$ cat src/sv/lar_pkg.sv
// Shared constants, state encoding and unit handshake structs for the antialiased line rasterizer.
// Used by lar_div, lar_shade and antialiased_line_raster_core; depends on nothing.
`default_nettype none
package lar_pkg;

	localparam int COORD_BITS = 5;
	localparam int FRAC_BITS  = 16;
	localparam int DIVIDEND_W = COORD_BITS + FRAC_BITS;
	localparam int QUO_W      = FRAC_BITS + 1;
	localparam int ACC_W      = COORD_BITS + 1 + FRAC_BITS;
	localparam int PIX_W      = COORD_BITS + 1;
	localparam int COV_W      = 8;
	localparam int SHADE_W    = 8;
	localparam int DIV_CNT_W  = $clog2(DIVIDEND_W);
	localparam int IN_DATA_W  = 24;
	localparam int OUT_DATA_W = 24;
	localparam logic [SHADE_W-1:0] COLOR_RESET = 8'd255;

	typedef enum logic [4:0] {
		S_IDLE = 5'b00001,
		S_DIV  = 5'b00010,
		S_MUL  = 5'b00100,
		S_WAIT = 5'b01000,
		S_EMIT = 5'b10000
	} state_t;

	typedef struct packed {
		logic                    start;
		logic [DIVIDEND_W-1:0]   dividend;
		logic [COORD_BITS-1:0]   divisor;
	} div_req_t;

	typedef struct packed {
		logic                    done;
		logic [DIVIDEND_W-1:0]   quotient;
	} div_rsp_t;

	typedef struct packed {
		logic             valid;
		logic [COV_W-1:0] cov;
	} shd_req_t;

	typedef struct packed {
		logic               valid;
		logic [SHADE_W-1:0] shade;
	} shd_rsp_t;

endpackage
`default_nettype wire

$ cat src/sv/lar_div.sv
// Serial restoring divider for the 5.16 slope quotient: one quotient bit per cycle.
// Depends on lar_pkg.
`default_nettype none
module lar_div (
	input  wire logic              clk,
	input  wire logic              arst_n,
	input  wire lar_pkg::div_req_t req,
	output lar_pkg::div_rsp_t      rsp
);

	logic [lar_pkg::DIVIDEND_W-1:0] num_q;
	logic [lar_pkg::DIVIDEND_W-1:0] quo_q;
	logic [lar_pkg::COORD_BITS-1:0] den_q;
	logic [lar_pkg::COORD_BITS-1:0] rem_q;
	logic [lar_pkg::DIV_CNT_W-1:0]  cnt_q;
	logic                           busy_q;
	logic                           done_q;

	logic [lar_pkg::COORD_BITS:0]   trial;
	logic                           fits;
	logic [lar_pkg::COORD_BITS:0]   diff;

	assign trial = {rem_q, num_q[lar_pkg::DIVIDEND_W-1]};
	assign fits  = trial >= {1'b0, den_q};
	assign diff  = trial - {1'b0, den_q};

	always_ff @(posedge clk or negedge arst_n) begin
		if (!arst_n) begin
			busy_q <= 1'b0;
			done_q <= 1'b0;
			cnt_q  <= '0;
		end else begin
			done_q <= 1'b0;
			if (req.start) begin
				busy_q <= 1'b1;
				cnt_q  <= lar_pkg::DIV_CNT_W'(lar_pkg::DIVIDEND_W - 1);
			end else if (busy_q) begin
				cnt_q <= cnt_q - 1'b1;
				if (cnt_q == '0) begin
					busy_q <= 1'b0;
					done_q <= 1'b1;
				end
			end
		end
	end

	always_ff @(posedge clk) begin
		if (req.start) begin
			num_q <= req.dividend;
			den_q <= req.divisor;
			rem_q <= '0;
			quo_q <= '0;
		end else if (busy_q) begin
			// remainder stays below the divisor, so the low bits hold it
			rem_q <= fits ? diff[lar_pkg::COORD_BITS-1:0] : trial[lar_pkg::COORD_BITS-1:0];
			quo_q <= {quo_q[lar_pkg::DIVIDEND_W-2:0], fits};
			num_q <= {num_q[lar_pkg::DIVIDEND_W-2:0], 1'b0};
		end
	end

	assign rsp.done     = done_q;
	assign rsp.quotient = quo_q;

endmodule
`default_nettype wire

$ cat src/sv/lar_shade.sv
// Coverage-to-shade unit: registered signed multiply, then blend toward background 127.
// Depends on lar_pkg.
`default_nettype none
module lar_shade (
	input  wire logic                          clk,
	input  wire logic                          arst_n,
	input  wire logic [lar_pkg::SHADE_W-1:0]   line_color,
	input  wire lar_pkg::shd_req_t             req,
	output lar_pkg::shd_rsp_t                  rsp
);

	logic signed [8:0]  diff;
	logic signed [17:0] prod;
	logic signed [17:0] p_s1;
	logic               valid_s1;
	logic signed [17:0] sum;
	logic [9:0]         blend_hi;
	logic [9:0]         shade_w;

	assign diff = $signed(9'd127) - $signed({1'b0, line_color});
	assign prod = 18'(diff * $signed({1'b0, req.cov}));

	always_ff @(posedge clk or negedge arst_n) begin
		if (!arst_n) begin
			valid_s1 <= 1'b0;
		end else begin
			valid_s1 <= req.valid;
		end
	end

	always_ff @(posedge clk) begin
		if (req.valid) begin
			p_s1 <= prod;
		end
	end

	// add floor(p/256) and the rounding half, then take floor of that /256
	assign sum      = p_s1 + (p_s1 >>> 8) + 18'sd128;
	assign blend_hi = sum[17:8];
	assign shade_w  = 10'd255 - {2'b00, line_color} - blend_hi;

	assign rsp.valid = valid_s1;
	assign rsp.shade = shade_w[lar_pkg::SHADE_W-1:0];

endmodule
`default_nettype wire

$ cat src/sv/antialiased_line_raster_core.sv
// Antialiased (Wu-style, 6.16) line rasterizer top: setup, sequencer and output register.
// Depends on lar_pkg, lar_div and lar_shade.
//
//  channel   | dir | payload                                               | marks
//  s_axis    | in  | tdata: start_x[4:0] start_y[9:5] end_x[14:10] end_y[19:15] | -
//  m_axis    | out | tdata: pixel_x[5:0] pixel_y[11:6] shade[19:12]         | tlast = last_pixel
//  cfg_wr    | in  | cfg_wr_data = line_color, written when cfg_wr_en      | -
//
// An axis-aligned or zero-length line is accepted and emits nothing.
// Any other line goes first through the serial slope divider, then through multiply,
// blend and present for each pixel, where present can stall on the output, 2 pixels per
// major step, with n+1 major steps for major extent n.
// s_axis_tready is high only in idle; reset returns to idle and sets line_color to 255.
`default_nettype none
module antialiased_line_raster_core (
	input  wire logic                             clk,
	input  wire logic                             arst_n,
	input  wire logic                             s_axis_tvalid,
	output logic                                  s_axis_tready,
	// start_x[4:0], start_y[9:5], end_x[14:10], end_y[19:15], zero fill
	input  wire logic [lar_pkg::IN_DATA_W-1:0]    s_axis_tdata,
	output logic                                  m_axis_tvalid,
	input  wire logic                             m_axis_tready,
	// pixel_x[5:0], pixel_y[11:6], shade[19:12], zero fill
	output logic [lar_pkg::OUT_DATA_W-1:0]        m_axis_tdata,
	output logic                                  m_axis_tlast,
	input  wire logic                             cfg_wr_en,
	input  wire logic [lar_pkg::SHADE_W-1:0]      cfg_wr_data
);

	localparam int CB = lar_pkg::COORD_BITS;
	localparam int FB = lar_pkg::FRAC_BITS;

	lar_pkg::state_t state_q;

	logic [lar_pkg::SHADE_W-1:0] color_q;
	logic                        x_major_q;
	logic                        neg_q;
	logic                        side_q;
	logic [CB-1:0]               maj_q;
	logic [CB-1:0]               steps_q;
	logic [lar_pkg::ACC_W-1:0]   acc_q;
	logic [lar_pkg::ACC_W-1:0]   inc_q;
	logic [lar_pkg::PIX_W-1:0]   out_x_q;
	logic [lar_pkg::PIX_W-1:0]   out_y_q;
	logic [lar_pkg::SHADE_W-1:0] out_shade_q;
	logic                        out_last_q;

	lar_pkg::div_req_t div_req;
	lar_pkg::div_rsp_t div_rsp;
	lar_pkg::shd_req_t shd_req;
	lar_pkg::shd_rsp_t shd_rsp;

	// setup from the incoming transaction
	logic [CB-1:0] x1, y1, x2, y2;
	logic [CB-1:0] adx, ady;
	logic          x_major, swap, degen, in_acc, out_acc;
	logic [CB-1:0] maj0, min0, min1, dmaj, dmin_abs;

	assign x1 = s_axis_tdata[CB-1:0];
	assign y1 = s_axis_tdata[2*CB-1:CB];
	assign x2 = s_axis_tdata[3*CB-1:2*CB];
	assign y2 = s_axis_tdata[4*CB-1:3*CB];

	assign adx     = (x2 >= x1) ? x2 - x1 : x1 - x2;
	assign ady     = (y2 >= y1) ? y2 - y1 : y1 - y2;
	assign x_major = adx > ady;
	assign degen   = (x1 == x2) || (y1 == y2);
	assign swap    = x_major ? (x2 < x1) : (y2 < y1);

	always_comb begin
		if (x_major) begin
			maj0     = swap ? x2 : x1;
			min0     = swap ? y2 : y1;
			min1     = swap ? y1 : y2;
			dmaj     = adx;
			dmin_abs = ady;
		end else begin
			maj0     = swap ? y2 : y1;
			min0     = swap ? x2 : x1;
			min1     = swap ? x1 : x2;
			dmaj     = ady;
			dmin_abs = adx;
		end
	end

	assign in_acc  = s_axis_tvalid && s_axis_tready;
	assign out_acc = m_axis_tvalid && m_axis_tready;

	assign div_req.start    = in_acc && !degen;
	assign div_req.dividend = {dmin_abs, {FB{1'b0}}};
	assign div_req.divisor  = dmaj;

	lar_div u_div (
		.clk    (clk),
		.arst_n (arst_n),
		.req    (div_req),
		.rsp    (div_rsp)
	);

	// current pixel from the minor accumulator
	logic [lar_pkg::PIX_W-1:0] mn, minor_px, major_px;
	logic [lar_pkg::COV_W-1:0] frac;

	assign mn       = acc_q[lar_pkg::ACC_W-1:FB];
	assign frac     = acc_q[FB-1:FB-lar_pkg::COV_W];
	assign minor_px = side_q ? mn + 1'b1 : mn;
	assign major_px = {1'b0, maj_q};

	assign shd_req.valid = (state_q == lar_pkg::S_MUL);
	assign shd_req.cov   = side_q ? ~frac : frac;

	lar_shade u_shade (
		.clk        (clk),
		.arst_n     (arst_n),
		.line_color (color_q),
		.req        (shd_req),
		.rsp        (shd_rsp)
	);

	logic [lar_pkg::ACC_W-1:0] mag;
	assign mag = lar_pkg::ACC_W'(div_rsp.quotient[lar_pkg::QUO_W-1:0]);

	always_ff @(posedge clk or negedge arst_n) begin
		if (!arst_n) begin
			state_q <= lar_pkg::S_IDLE;
			color_q <= lar_pkg::COLOR_RESET;
		end else begin
			if (cfg_wr_en) begin
				color_q <= cfg_wr_data;
			end
			unique case (state_q)
				lar_pkg::S_IDLE: begin
					if (in_acc && !degen) begin
						state_q <= lar_pkg::S_DIV;
					end
				end
				lar_pkg::S_DIV: begin
					if (div_rsp.done) begin
						state_q <= lar_pkg::S_MUL;
					end
				end
				lar_pkg::S_MUL: begin
					state_q <= lar_pkg::S_WAIT;
				end
				lar_pkg::S_WAIT: begin
					state_q <= lar_pkg::S_EMIT;
				end
				lar_pkg::S_EMIT: begin
					if (out_acc) begin
						state_q <= out_last_q ? lar_pkg::S_IDLE : lar_pkg::S_MUL;
					end
				end
				default: begin
					state_q <= lar_pkg::S_IDLE;
				end
			endcase
		end
	end

	always_ff @(posedge clk) begin
		if (in_acc) begin
			x_major_q <= x_major;
			neg_q     <= min1 < min0;
			maj_q     <= maj0;
			steps_q   <= dmaj;
			side_q    <= 1'b0;
			acc_q     <= {1'b0, min0, {FB{1'b0}}};
		end
		if (div_rsp.done) begin
			inc_q <= neg_q ? ~mag + 1'b1 : mag;
		end
		if (state_q == lar_pkg::S_WAIT) begin
			out_x_q     <= x_major_q ? major_px : minor_px;
			out_y_q     <= x_major_q ? minor_px : major_px;
			out_shade_q <= shd_rsp.shade;
			out_last_q  <= side_q && (steps_q == '0);
		end
		// advance to the neighbour, then to the next major step
		if (state_q == lar_pkg::S_EMIT && out_acc) begin
			if (!side_q) begin
				side_q <= 1'b1;
			end else begin
				side_q  <= 1'b0;
				steps_q <= steps_q - 1'b1;
				maj_q   <= maj_q + 1'b1;
				acc_q   <= acc_q + inc_q;
			end
		end
	end

	assign s_axis_tready = (state_q == lar_pkg::S_IDLE);
	assign m_axis_tvalid = (state_q == lar_pkg::S_EMIT);
	assign m_axis_tlast  = out_last_q;
	assign m_axis_tdata  = {
		(lar_pkg::OUT_DATA_W - lar_pkg::SHADE_W - 2*lar_pkg::PIX_W)'(0),
		out_shade_q, out_y_q, out_x_q
	};

	a_div_only_in_div: assert property (@(posedge clk) disable iff (!arst_n)
		div_rsp.done |-> state_q == lar_pkg::S_DIV)
		else $error("divider finished outside the division phase");

	a_shade_in_wait: assert property (@(posedge clk) disable iff (!arst_n)
		shd_rsp.valid == (state_q == lar_pkg::S_WAIT))
		else $error("shade result out of step with the sequencer");

	a_degen_stays_idle: assert property (@(posedge clk) disable iff (!arst_n)
		in_acc && degen |=> state_q == lar_pkg::S_IDLE)
		else $error("axis-aligned line left idle");

	a_last_ends_line: assert property (@(posedge clk) disable iff (!arst_n)
		out_acc && m_axis_tlast |=> state_q == lar_pkg::S_IDLE)
		else $error("last pixel did not end the line");

	a_last_on_neighbour: assert property (@(posedge clk) disable iff (!arst_n)
		m_axis_tvalid && m_axis_tlast |-> side_q)
		else $error("last flag on a main pixel");

endmodule
`default_nettype wire
$ cat config.mk
export PLATFORM = sky130hd
export DESIGN_NAME = antialiased_line_raster_core
export DESIGN_NICKNAME = d
export VERILOG_FILES = /design/src/sv/lar_pkg.sv /design/src/sv/lar_div.sv /design/src/sv/lar_shade.sv /design/src/sv/antialiased_line_raster_core.sv
export SDC_FILE = /design/constraint.sdc
export NUM_CORES = 1
export LEC_CHECK = 0
export BUFFER_PORTS_ARGS = -buffer_cell sky130_fd_sc_hd__buf_2
export CAP_MARGIN = 25
export CORE_AREA = 5 5 189 136
export DETAILED_ROUTE_END_ITERATION = 10
export DIE_AREA = 0 0 194 141
export PLACE_DENSITY = 0.77
export SLEW_MARGIN = 20
export SYNTH_ARGS = -nofsm -noshare
export SYNTH_HDL_FRONTEND = slang
export SYNTH_HIERARCHICAL = 1
export SYNTH_SLANG_ARGS = --single-unit
$ cat constraint.sdc
create_clock -name clk -period 5.12 [get_ports clk]
set_input_delay 1.024 -clock clk [delete_from_list [all_inputs] [get_ports clk]]
set_output_delay 1.024 -clock clk [all_outputs]
set_load 0.01 [all_outputs]
=== Yosys cells after proc, flatten, opt, wreduce, memory -nomap -nowiden ===
Index checks and enable logic that the tools add are counted.

* Bits in registers: 148
* Input port bits: 37
* Output and inout port bits: 27
* Logic and storage cells: 117

* Add/sub/neg operators: 16
* Multiply operators: 1
* Order comparisons: 7
* Eq/ne operators: 10
* Muxes and demuxes: 45
* Bitwise gates (word level): 2
* Reductions and logical operators: 12

{| class="wikitable"
|+ Operators by type and width
! kind !! number
|-
| 2-to-1 mux 5 bit || 25
|-
| 2-to-1 mux 22 bit || 3
|-
| 2-to-1 mux 21 bit || 2
|-
| case mux 5 bit (5 select lines) || 1
|-
| subtractor 5 bit || 5
|-
| adder 22 x 1 -> 22 bit (second input constant) || 1
|-
| adder 22 bit || 1
|-
| NOT 17 -> 22 bit || 1
|-
| multiplier 9 x 9 -> 18 bit || 1
|-
| 2-to-1 mux 17 bit || 1
|-
| adder 16 x 10 -> 16 bit || 1
|-
| adder 16 x 9 -> 16 bit (second input constant) || 1
|-
| < comparator 5 bit || 3
|-
| == test 5 bit || 2
|-
| >= comparator 5 bit || 2
|-
| logical NOT 5 bit || 2
|-
| 2-to-1 mux 1 bit || 10
|-
| subtractor 5 x 1 -> 5 bit (second input constant) || 2
|-
| subtractor 7 x 8 -> 9 bit (first input constant) || 1
|-
| 2-to-1 mux 8 bit || 1
|-
| NOT 8 bit || 1
|-
| subtractor 8 bit || 1
|-
| subtractor 8 bit (first input constant) || 1
|-
| adder 6 x 1 -> 6 bit (second input constant) || 1
|-
| 16 further kinds || 23
|}

=== Depth between registers and ports, before layout ===
Gate-level depths: netlist (run 1).

* Depth after elaboration: 9
* Depth in mapped cells: 23
* Depth with buffers taken out: 19

=== Hierarchy ===
Netlist (run 1), hierarchy kept.

{| class="wikitable"
|+ Modules (own cells, without submodules)
! module !! instances !! cells an instance !! area each (µm²) !! seq. area each (µm²)
|-
| antialiased_line_raster_core || 1 || 711 || 6572.6 || 2358.5
|-
| lar_shade || 1 || 439 || 4150.2 || 565.5
|-
| lar_div || 1 || 206 || 2557.5 || 1476.4
|}

=== Worst setup path after synthesis (run 1) ===
Ideal clock, no wire load.

* Path type: register to register
* Start: reg side_q
* End: reg u_shade.p_s1[16], data pin
* Library setup time: 0.258 ns
* Arrival: 5.044 ns
* Required time: 4.862 ns
* Setup slack: -0.181 ns
* Cell stages (with the launch flop): 19
* Buffers on the path: 2
* Clock period less this slack: 5.301 ns
* Cells stage by stage: edfxtp_1 -> clkbuf_1 -> buf_1 -> xor2_1 -> and2_1 -> fa_1 -> inv_1 -> fa_1 -> inv_1 -> fa_1 -> inv_1 -> fa_1 -> inv_1 -> ha_1 -> o21a_1 -> a2111oi_2 -> o21ai_0 -> a21oi_1 -> xnor2_1

{| class="wikitable"
|+ RTL lines
! what !! line !! text
|-
| start, declared || antialiased_line_raster_core.sv:39 || <nowiki>logic side_q;</nowiki>
|-
| start signal, assigned || antialiased_line_raster_core.sv:167 || <nowiki>side_q <= 1'b0;</nowiki>
|-
| start signal, assigned || antialiased_line_raster_core.sv:182 || <nowiki>side_q <= 1'b1;</nowiki>
|-
| start signal, assigned || antialiased_line_raster_core.sv:184 || <nowiki>side_q <= 1'b0;</nowiki>
|-
| end signal, assigned || lar_shade.sv:33 || <nowiki>p_s1 <= prod;</nowiki>
|-
| end, declared || lar_shade.sv:14 || <nowiki>logic signed [17:0] p_s1;</nowiki>
|}

==> results of run 1 <==
[report_power, final]
part	internal, W	switching [W]	total, W	leakage, nW
clock network	0.000705	0.000619	0.00132	0.294
registers	0.00210	0.000341	0.00244	1.53
logic	0.00357	0.00393	0.00750	5.13
[per-layer routing]
layer,up-vias,part of all wire [%]
li1,4899,-
met1,4932,48
met2,295,44
met3,29,6.8
met4,0,1.1
met5,-,0
[worst max-delay path by stage]
stage	start	endpoint	slack (ns)	cells past startpoint
finish	side_q	u_shade/p_s1[17]	0.10	18
global route	side_q	u_shade/p_s1[16]	-0.08	21
CTS	side_q	u_shade/p_s1[17]	0.03	20
detailed placement	s_axis_tdata[1]	neg_q	-0.14	20
global placement	s_axis_tdata[1]	neg_q	-0.04	20
floorplan	s_axis_tdata[6]	neg_q	0.01	23
[placed cells by master (no fill, tap or decap), drive strengths merged, types with 37 or more instances in the layout]
cell	n
fa	63
ha	128
o21ai	67
nand2	83
a21oi	67
nand3	37
edfxtp	90
nor2	78
xnor2	55
mux2i	45
dfxtp	54
nor2b	51
inv	169
buf	145
[state kept, by name (all words and copies together), names as in the netlist]
name          cells
u_div/den_q       5
u_div/done_q      1
acc_q            22
u_shade/p_s1     18
u_div/cnt_q       5
neg_q             1
maj_q             5
u_div/rem_q       5
u_div/num_q      21
m_axis_tlast      1
u_div/busy_q      1
side_q            1
out_x_q           6
state_q           5
color_q           8
u_div/quo_q      17
out_shade_q       8
x_major_q         1
out_y_q           6
steps_q           5
inc_q            22
[worst reg2reg max path, stage by stage (launching register included)]
cell      delay [ns]
edfxtp_1        0.43
buf_12          0.18
xor2_2          0.16
and2_1          0.20
fa_2            0.62
inv_4           0.07
fa_1            0.53
inv_1           0.05
fa_1            0.49
inv_1           0.06
fa_1            0.53
inv_1           0.06
ha_4            0.25
a21oi_2         0.12
o21a_1          0.19
o31ai_4         0.11
a311o_1         0.38
a21oi_2         0.17
xnor2_2         0.14
[repair_timing]
action                     4_1_cts  5_1_grt
buffers inserted                 1       12
setup endpoints to repair        3        6
pin swaps                        3       24
gates resized for setup          8       44
[per-stage QoR]
| step | total power (W) | setup WS, ns |
|---|---|---|
| after floorplan | 0.00727 | 0.0129 |
| after global placement | 0.00897 | -0.0360 |
| after detailed placement | 0.00920 | -0.142 |
| after CTS | 0.0108 | 0.0313 |
| after global routing | 0.0123 | -0.0791 |
| final | 0.0113 | 0.104 |
[final cells by class]
type	count	area (um2)
Fill cell	1827	8750
Multi-Input combinational cell	985	8280
Sequential cell	164	4300
Timing Repair Buffer	145	1010
Inverter	162	611
Clock buffer	17	425
Tap cell	325	407
Clock inverter	15	188
==> metrics.csv, run 1 <==
stage,metric,value,unit
critical_path,critical_path.cell_chain,buf_12 > xor2_2 > and2_1 > fa_2 > inv_4 > fa_1 > inv_1 > fa_1 > inv_1 > fa_1 > inv_1 > ha_4 > a21oi_2 > o21a_1 > o31ai_4 > a311o_1 > a21oi_2 > xnor2_2,
routing,ant_nets,0,
critical_path,end_kind,flip-flop,
cts,cts_tree,yes,
cts,cts-root-buf,clkbuf_16,
critical_path,cp_slowest_cell,fa_2,
routing,avgRoutedWirePerCell,16.1,um
synthesis,syn-cell-area,13100,um2
placement,place_area,14300,um2
finish,fin_area,15200,um2
floorplan,die_x,194,um
cts,cts_buffer_depth,2,
grt,overflow,0,
timing,rsz0062_at_grt,yes,
power,ir_drop,0.874,mV
routing,viasPerCell,5.60,
critical_path,cp_max_fo,8,
placement,portBuffers,55,
routing,routed_wl,29100,um
timing,whs,0.475,ns
critical_path,rr_startpoint,side_q,
timing,worst_slew_margin_rel,40.9,%
placement,hpwl,21500,um
power,leakagePower,6.95,nW
min_path,min_to,acc_q[0],
critical_path,cp.arrival,5.18,ns
finish,layout-drive-gt1-share,19.1,%
synthesis,synth_warnings,6,
timing,hold_viol_final,0,
grt,grtUsageTotal,21.3,%
floorplan,dieArea,27400,um2
grt,globalRouteMet1Util,32.1,%
grt,met3_usage,4.32,%
routing,firstDrtPassIters,7,
grt,grtUsageMet2,32.0,%
critical_path,r2r_slack,0.10,ns
finish,antennaDiodeCount,0,
critical_path,max_stage_delay,0.62,ns
power,powerDensity,740,nW/um2
finish,nNetsFinal,1703,
critical_path,path_class,reg -> reg,
critical_path,worstRegToRegCells,18,
critical_path,path_buf_inv,5,
timing,fin_setup_tns,0,ns
timing,fmax,199,MHz
placement,dp_cells,1768,
timing,finalCritPeriodShare,98.0,%
grt,grt_pass1_wl,48600,um
placement,gp_congestion,0.944,
grt,busiest_layer,met1,
finish,fin_cells,1813,
cts,cts_buffers,17,
synthesis,synthCells,1342,
critical_path,worstReg2RegEnd,u_shade/p_s1[17],
finish,final_core_utilization,63.5,%
routing,drtIter0Drc,929,
routing,vias,10155,
min_path,whs_path_depth,2,
floorplan,die_h,141,um
floorplan,rows,48,
run_status,status,"finished, final reports clean",
min_path,hold_path_class,reg -> reg,
timing,worst_pin_slew,0.884,ns
cts,hold_buffers,0,
grt,grt_pass1_vias,9947,
routing,post-route-drc-count,0,
cts,htree_num_levels,4,
cts,numClockSinks,164,
timing,setup_viol,0,
critical_path,cp.required,5.29,ns
cts,worstSkewPairLatency,0.44,ns
timing,finClkSkew,0.0124,ns
floorplan,core,24000,um2
flow_run,drv_cap,0,
synthesis,syn_area_per_cell,9.77,um2
grt,antenna_found_initial,0,
timing,fin_crit,5.02,ns
cts,clkTransAtPathRegs,0.07,ns
grt,grt_max_degree,62,
critical_path,startpoint_type,flip-flop,
floorplan,io_pins,64,
floorplan,start_util,54.7,%
finish,synthToLayoutAreaGrowth,16.0,%
critical_path,crit_family,adder cells,
timing,slew_violations,0,
min_path,hp-start,acc_q[0],
(Power assumes the default switching activity.)
==> run 2, diff against run 1 <==
--- a/config.mk
+++ b/config.mk
@@ -7,10 +7,11 @@
 export LEC_CHECK = 0
 export BUFFER_PORTS_ARGS = -buffer_cell sky130_fd_sc_hd__buf_2
 export CAP_MARGIN = 25
-export CORE_AREA = 5 5 189 136
+export CORE_AREA = 5 5 186 134
+export CTS_BUF_LIST = sky130_fd_sc_hd__clkbuf_8
 export DETAILED_ROUTE_END_ITERATION = 10
-export DIE_AREA = 0 0 194 141
-export PLACE_DENSITY = 0.77
+export DIE_AREA = 0 0 191 139
+export PLACE_DENSITY = 0.84
 export SLEW_MARGIN = 20
 export SYNTH_ARGS = -nofsm -noshare
 export SYNTH_HDL_FRONTEND = slang
==> run 2 against run 1 <==
- fmax down 0.19%
- die area down 2.9%
- sequential share of layout area grew 0.66 points
- setup slack worse by 0.0097 ns
- non-clock buffer count down 9
- power fell by 4.4%
- critical path depth increased by 2
- critical path type unchanged
- largest power group unchanged
==> metrics.csv, run 2 (synthesis results as in run 1) <==
stage,metric,value,unit
cts,cts-root-buf,clkbuf_8,
power,powerDensity,725,nW/um2
routing,firstDrtPassIters,5,
power,ir_drop,0.839,mV
finish,final-seq-area,4300,um2
timing,finalCritPeriodShare,98.2,%
run_status,status,"finished, final reports clean",
cts,cts_buffer_depth,2,
critical_path,rr_startpoint,side_q,
finish,final_core_utilization,64.3,%
timing,fmax,199,MHz
timing,setup_viol,0,
grt,overflow,0,
grt,grt_max_degree,53,
floorplan,start_util,56.7,%
finish,reg.largest.list,"acc_q x22, inc_q x22, u_div/num_q x21",
routing,viasPerCell,5.67,
finish,layout-drive-gt1-share,18.0,%
finish,layout_commonest_cell,inv_1,
finish,antennaDiodeCount,0,
grt,grtUsageTotal,21.9,%
cts,numClockSinks,164,
critical_path,r2r_slack,0.09,ns
routing,avgRoutedWirePerCell,16.3,um
timing,rsz0062_at_grt,yes,
routing,routed_wl,29300,um
timing,finClkSkew,0.0203,ns
critical_path,cp.required,5.36,ns
finish,nNetsFinal,1694,
critical_path,cp.arrival,5.27,ns
routing,ant_nets,0,
finish,multi_input_area,8250,um2
finish,synthToLayoutAreaGrowth,13.4,%
timing,worst_pin_slew,0.995,ns
finish,layout_common_cells,"inv_1, ha_1, edfxtp_1, nand2_1, nor2_1",
routing,post-route-drc-count,0,
critical_path,startpoint_type,flip-flop,
finish,n_fill_cell,1817,
routing,drtIter0Drc,688,
critical_path,cp_max_fo,8,
timing,slew_violations,0,
critical_path,crit_path_end,u_shade/p_s1[17],
timing,fin_setup_tns,0,ns
floorplan,die_h,139,um
timing,hold_viol_final,0,
placement,preCtsSetupSlack,-0.0937,ns
power,leakagePower,6.80,nW
cts,hold_buffers,0,
cts,clkTransAtPathRegs,0.10,ns
grt,grt_pass1_vias,9777,
cts,cts_tree,yes,
routing,vias,10183,
min_path,whs_path_depth,2,
floorplan,die_x,191,um
min_path,hold_path_class,reg -> reg,
critical_path,path_class,reg -> reg,
critical_path,end_kind,flip-flop,
cts,htree_num_levels,4,
timing,fin_crit,5.03,ns
floorplan,core,23100,um2
timing,worst_slew_margin_rel,33.7,%
cts,cts_buffers,17,
cts,worstSkewPairLatency,0.48,ns
placement,gp_congestion,0.929,
critical_path,worstRegToRegCells,20,
placement,hpwl,22100,um
min_path,hp-start,acc_q[7],
placement,portBuffers,55,
floorplan,rows,47,
critical_path,worstReg2RegEnd,u_shade/p_s1[17],
flow_run,drv_cap,0,
grt,antenna_found_initial,0,
floorplan,dieArea,26500,um2
floorplan,io_pins,64,
timing,setup_ws,0.0940,ns
critical_path,startpoint,side_q,
grt,grt_pass1_wl,47800,um
==> run 2: final cells by class <==
class	count	area share, %
sequential	164	28.9
clock inverter	15	1.05
inverter	162	4.09
multi-input combinational	985	55.5
clock buffer	17	1.57
timing repair buffer	136	6.26
tap	318	2.68
==> run 2: power breakdown <==
group          internal (W)  switching, W
registers           0.00210      0.000324
logic               0.00356       0.00386
clock network      0.000366      0.000565
total               0.00602       0.00475
==> run 2: through the flow <==
stage | power, W | instances | cell area [um2] | hold WS (ns)
2_1_floorplan | 0.00727 | 1361 | 13200 | 0.438
3_3_place_gp | 0.00903 | 1762 | 14300 | 0.446
3_5_place_dp | 0.00931 | 1762 | 14300 | 0.468
4_1_cts | 0.0104 | 1794 | 14700 | 0.480
5_1_grt | 0.0118 | 1797 | 14900 | 0.515
6_report | 0.0108 | 1797 | 14900 | 0.482
==> run 2: repair_timing <==
action / in CTS / in global routing
endpoints found under the setup margin: 2 / 4
setup buffers: 0 / 2
gates resized for setup: 6 / 32
pin swaps: 0 / 17
==> run 2: worst min path at each step <==
| stage | to | slack, ns |
|---|---|---|
| 2_1_floorplan | acc_q[0] | 0.44 |
| 3_3_place_gp | acc_q[0] | 0.45 |
| 3_5_place_dp | acc_q[0] | 0.47 |
| 4_1_cts | acc_q[0] | 0.48 |
| 5_1_grt | acc_q[7] | 0.51 |
| 6_report | acc_q[7] | 0.48 |
==> run 2: critical path, cell delays in order, from the launching register on <==
cell      delay, ns
edfxtp_1       0.39
buf_6          0.17
buf_6          0.14
xor2_1         0.16
buf_4          0.18
nand2_4        0.09
inv_2          0.05
fa_1           0.59
inv_2          0.08
buf_4          0.14
fa_1           0.56
fa_1           0.44
fa_1           0.51
inv_1          0.04
ha_1           0.33
a21oi_2        0.17
nor2b_1        0.06
a311o_1        0.33
a21oi_2        0.14
xnor2_1        0.07
buf_4          0.14
==> run 2: metal layers <==
metal / wire (um) / global-route usage [%] / up-vias / share of wire [%]
li1: - / - / 4887 / -
met1: 13700 / 32.6 / 4895 / 47
met2: 13100 / 33.7 / 362 / 45
met3: 2070 / 3.62 / 39 / 7.1
met4: 432 / 5.10 / 0 / 1.5
met5: 0 / 0 / - / 0
==> run 3, diff against run 2 <==
--- a/config.mk
+++ b/config.mk
@@ -5,12 +5,12 @@
 export SDC_FILE = /design/constraint.sdc
 export NUM_CORES = 1
 export LEC_CHECK = 0
-export BUFFER_PORTS_ARGS = -buffer_cell sky130_fd_sc_hd__buf_2
 export CAP_MARGIN = 25
-export CORE_AREA = 5 5 186 134
+export CORE_AREA = 5 5 183 132
 export CTS_BUF_LIST = sky130_fd_sc_hd__clkbuf_8
 export DETAILED_ROUTE_END_ITERATION = 10
-export DIE_AREA = 0 0 191 139
+export DIE_AREA = 0 0 188 137
+export DONT_BUFFER_PORTS = 1
 export PLACE_DENSITY = 0.84
 export SLEW_MARGIN = 20
 export SYNTH_ARGS = -nofsm -noshare
==> constraint.sdc (replaced) <==
create_clock -name clk -period 5.12 [get_ports clk]
set_input_delay 0 -clock clk [delete_from_list [all_inputs] [get_ports clk]]
set_output_delay 0 -clock clk [all_outputs]
set_load 0.01 [all_outputs]
==> run 3 against run 2 <==
- non-clock buffer count is 69 lower
- critical path depth is 1 lower
- final area is 2.8% lower
- sequential power hardly changed
- power is 5.0% lower
- critical path type unchanged
- critical endpoint unchanged
- largest cell class unchanged
- highest routed layer unchanged
==> metrics.csv, run 3 (synthesis results as in run 1) <==
stage,metric,value,unit
floorplan,dieArea,25800,um2
critical_path,worstReg2RegEnd,u_shade/p_s1[17],
timing,worst_pin_slew,0.940,ns
timing,rsz0062_at_grt,yes,
finish,antennaDiodeCount,0,
timing,finalCritPeriodShare,96.8,%
critical_path,path_class,reg -> reg,
cts,cts_buffer_depth,2,
cts,cts-root-buf,clkbuf_8,
timing,whs,0.0278,ns
routing,firstDrtPassIters,5,
finish,nNetsFinal,1625,
floorplan,start_util,59.0,%
placement,preCtsSetupSlack,-0.0161,ns
routing,drtIter0Drc,868,
power,powerDensity,709,nW/um2
flow_run,drv_cap,0,
placement,hpwl,21300,um
critical_path,startpoint_type,flip-flop,
finish,layout-drive-gt1-share,10.6,%
run_status,status,"finished, final reports clean",
cts,htree_num_levels,4,
placement,gp_congestion,0.923,
timing,worst_slew_margin_rel,37.3,%
cts,cts_buffers,17,
routing,routed_wl,28100,um
grt,grt_max_degree,53,
critical_path,r2r_slack,0.16,ns
finish,final_core_utilization,65.0,%
timing,setup_ws,0.163,ns
critical_path,worstRegToRegCells,19,
routing,post-route-drc-count,0,
critical_path,cp_max_fo,7,
grt,overflow,0,
routing,ant_nets,0,
power,leakagePower,6.47,nW
critical_path,end_kind,flip-flop,
timing,setup_viol,0,
floorplan,core,22200,um2
critical_path,rr_startpoint,side_q,
timing,finClkSkew,0.0134,ns
finish,layout_common_cells,"inv_1, ha_1, edfxtp_1, nand2_1, nor2_1",
placement,portBuffers,0,
grt,grtUsageTotal,21.9,%
finish,layout_commonest_cell,inv_1,
timing,fin_setup_tns,0,ns
timing,fmax,202,MHz
power,ir_drop,0.580,mV
routing,avgRoutedWirePerCell,16.6,um
floorplan,rows,46,
grt,grt_pass1_vias,9253,
floorplan,io_pins,64,
timing,fin_crit,4.96,ns
cts,clkTransAtPathRegs,0.09,ns
critical_path,cp.required,5.34,ns
timing,slew_violations,0,
power,power,0.0102,W
finish,synthToLayoutAreaGrowth,10.2,%
floorplan,die_x,188,um
finish,reg.largest.list,"acc_q x22, inc_q x22, u_div/num_q x21",
floorplan,die_h,137,um
grt,grt_pass1_wl,45800,um
critical_path,cp.arrival,5.18,ns
min_path,hold_path_class,in -> async,
cts,numClockSinks,164,
grt,antenna_found_initial,0,
timing,hold_viol_final,0,
cts,cts_tree,yes,
cts,worstSkewPairLatency,0.48,ns
routing,vias,9867,
routing,viasPerCell,5.81,
run 3: cell types whose count changed in the layout (fill, tap and decap cells not counted), moves of 4 or more:
cell and delta:
buf_2 -54, dlygate4sd3_1 +35, xor2_1 +5, buf_4 -46, bufinv_16 +4
run 3: metal layers:
metal	track usage, %	vias to the layer above	part of all wire (%)
li1	-	4745	-
met1	32.1	4775	48
met2	33.3	311	44
met3	4.33	36	6.8
met4	6.11	0	1.6
met5	0	-	0
run 3: power breakdown:
part | internal [W] | switching [W] | total [W] | leakage, nW
Clock | 0.000536 | 0.000509 | 0.00104 | 0.221
Combinational | 0.00316 | 0.00361 | 0.00677 | 4.72
Sequential | 0.00210 | 0.000330 | 0.00243 | 1.53
Total | 0.00579 | 0.00445 | 0.0102 | 6.47
run 3: timing repair:
item | in CTS | in global routing
hold buffers | 34 | 2
setup buffers | 2 | 2
endpoints found under the hold margin | 42 | 23
gates resized for setup | 0 | 17
endpoints found under the setup margin | 2 | 3
pin swaps | 0 | 5
run 3: critical path: stages, from the launching register on:
cell and delay [ns]:
edfxtp_1 0.40, buf_4 0.18, xor2_1 0.23, buf_4 0.20
nand2_1 0.08, fa_1 0.54, inv_1 0.05, fa_1 0.46
ha_1 0.29, inv_1 0.05, fa_1 0.52, inv_1 0.07
ha_1 0.30, a21o_1 0.18, a211oi_2 0.32, o31ai_1 0.13
buf_4 0.15, a311o_1 0.32, a21oi_2 0.15, xnor2_1 0.07
run 3: worst max path at each step:
stage / from / to / slack, ns / cells after the start
after CTS: side_q / u_shade/p_s1[17] / 0.04 / 19
after floorplan: side_q / u_shade/p_s1[17] / 0.02 / 18
after global routing: side_q / u_shade/p_s1[16] / -0.09 / 19
after global placement: side_q / u_shade/p_s1[17] / 0.1 / 18
final: side_q / u_shade/p_s1[17] / 0.16 / 19
after detailed placement: side_q / u_shade/p_s1[17] / -0.02 / 18
run 3: final cells by class:
cell class,count,area (um2)
Clock buffer,17,234
Clock inverter,15,201
Fill cell,1669,7770
Inverter,162,608
Multi-Input combinational cell,985,8150
Sequential cell,164,4300
Tap cell,288,360
Timing Repair Buffer,67,604
run 3: through the flow:
step	std cells	area, um2
after floorplan	1361	13200
after global placement	1624	13500
after detailed placement	1624	13500
after CTS	1692	14300
after global routing	1698	14400
final	1698	14400
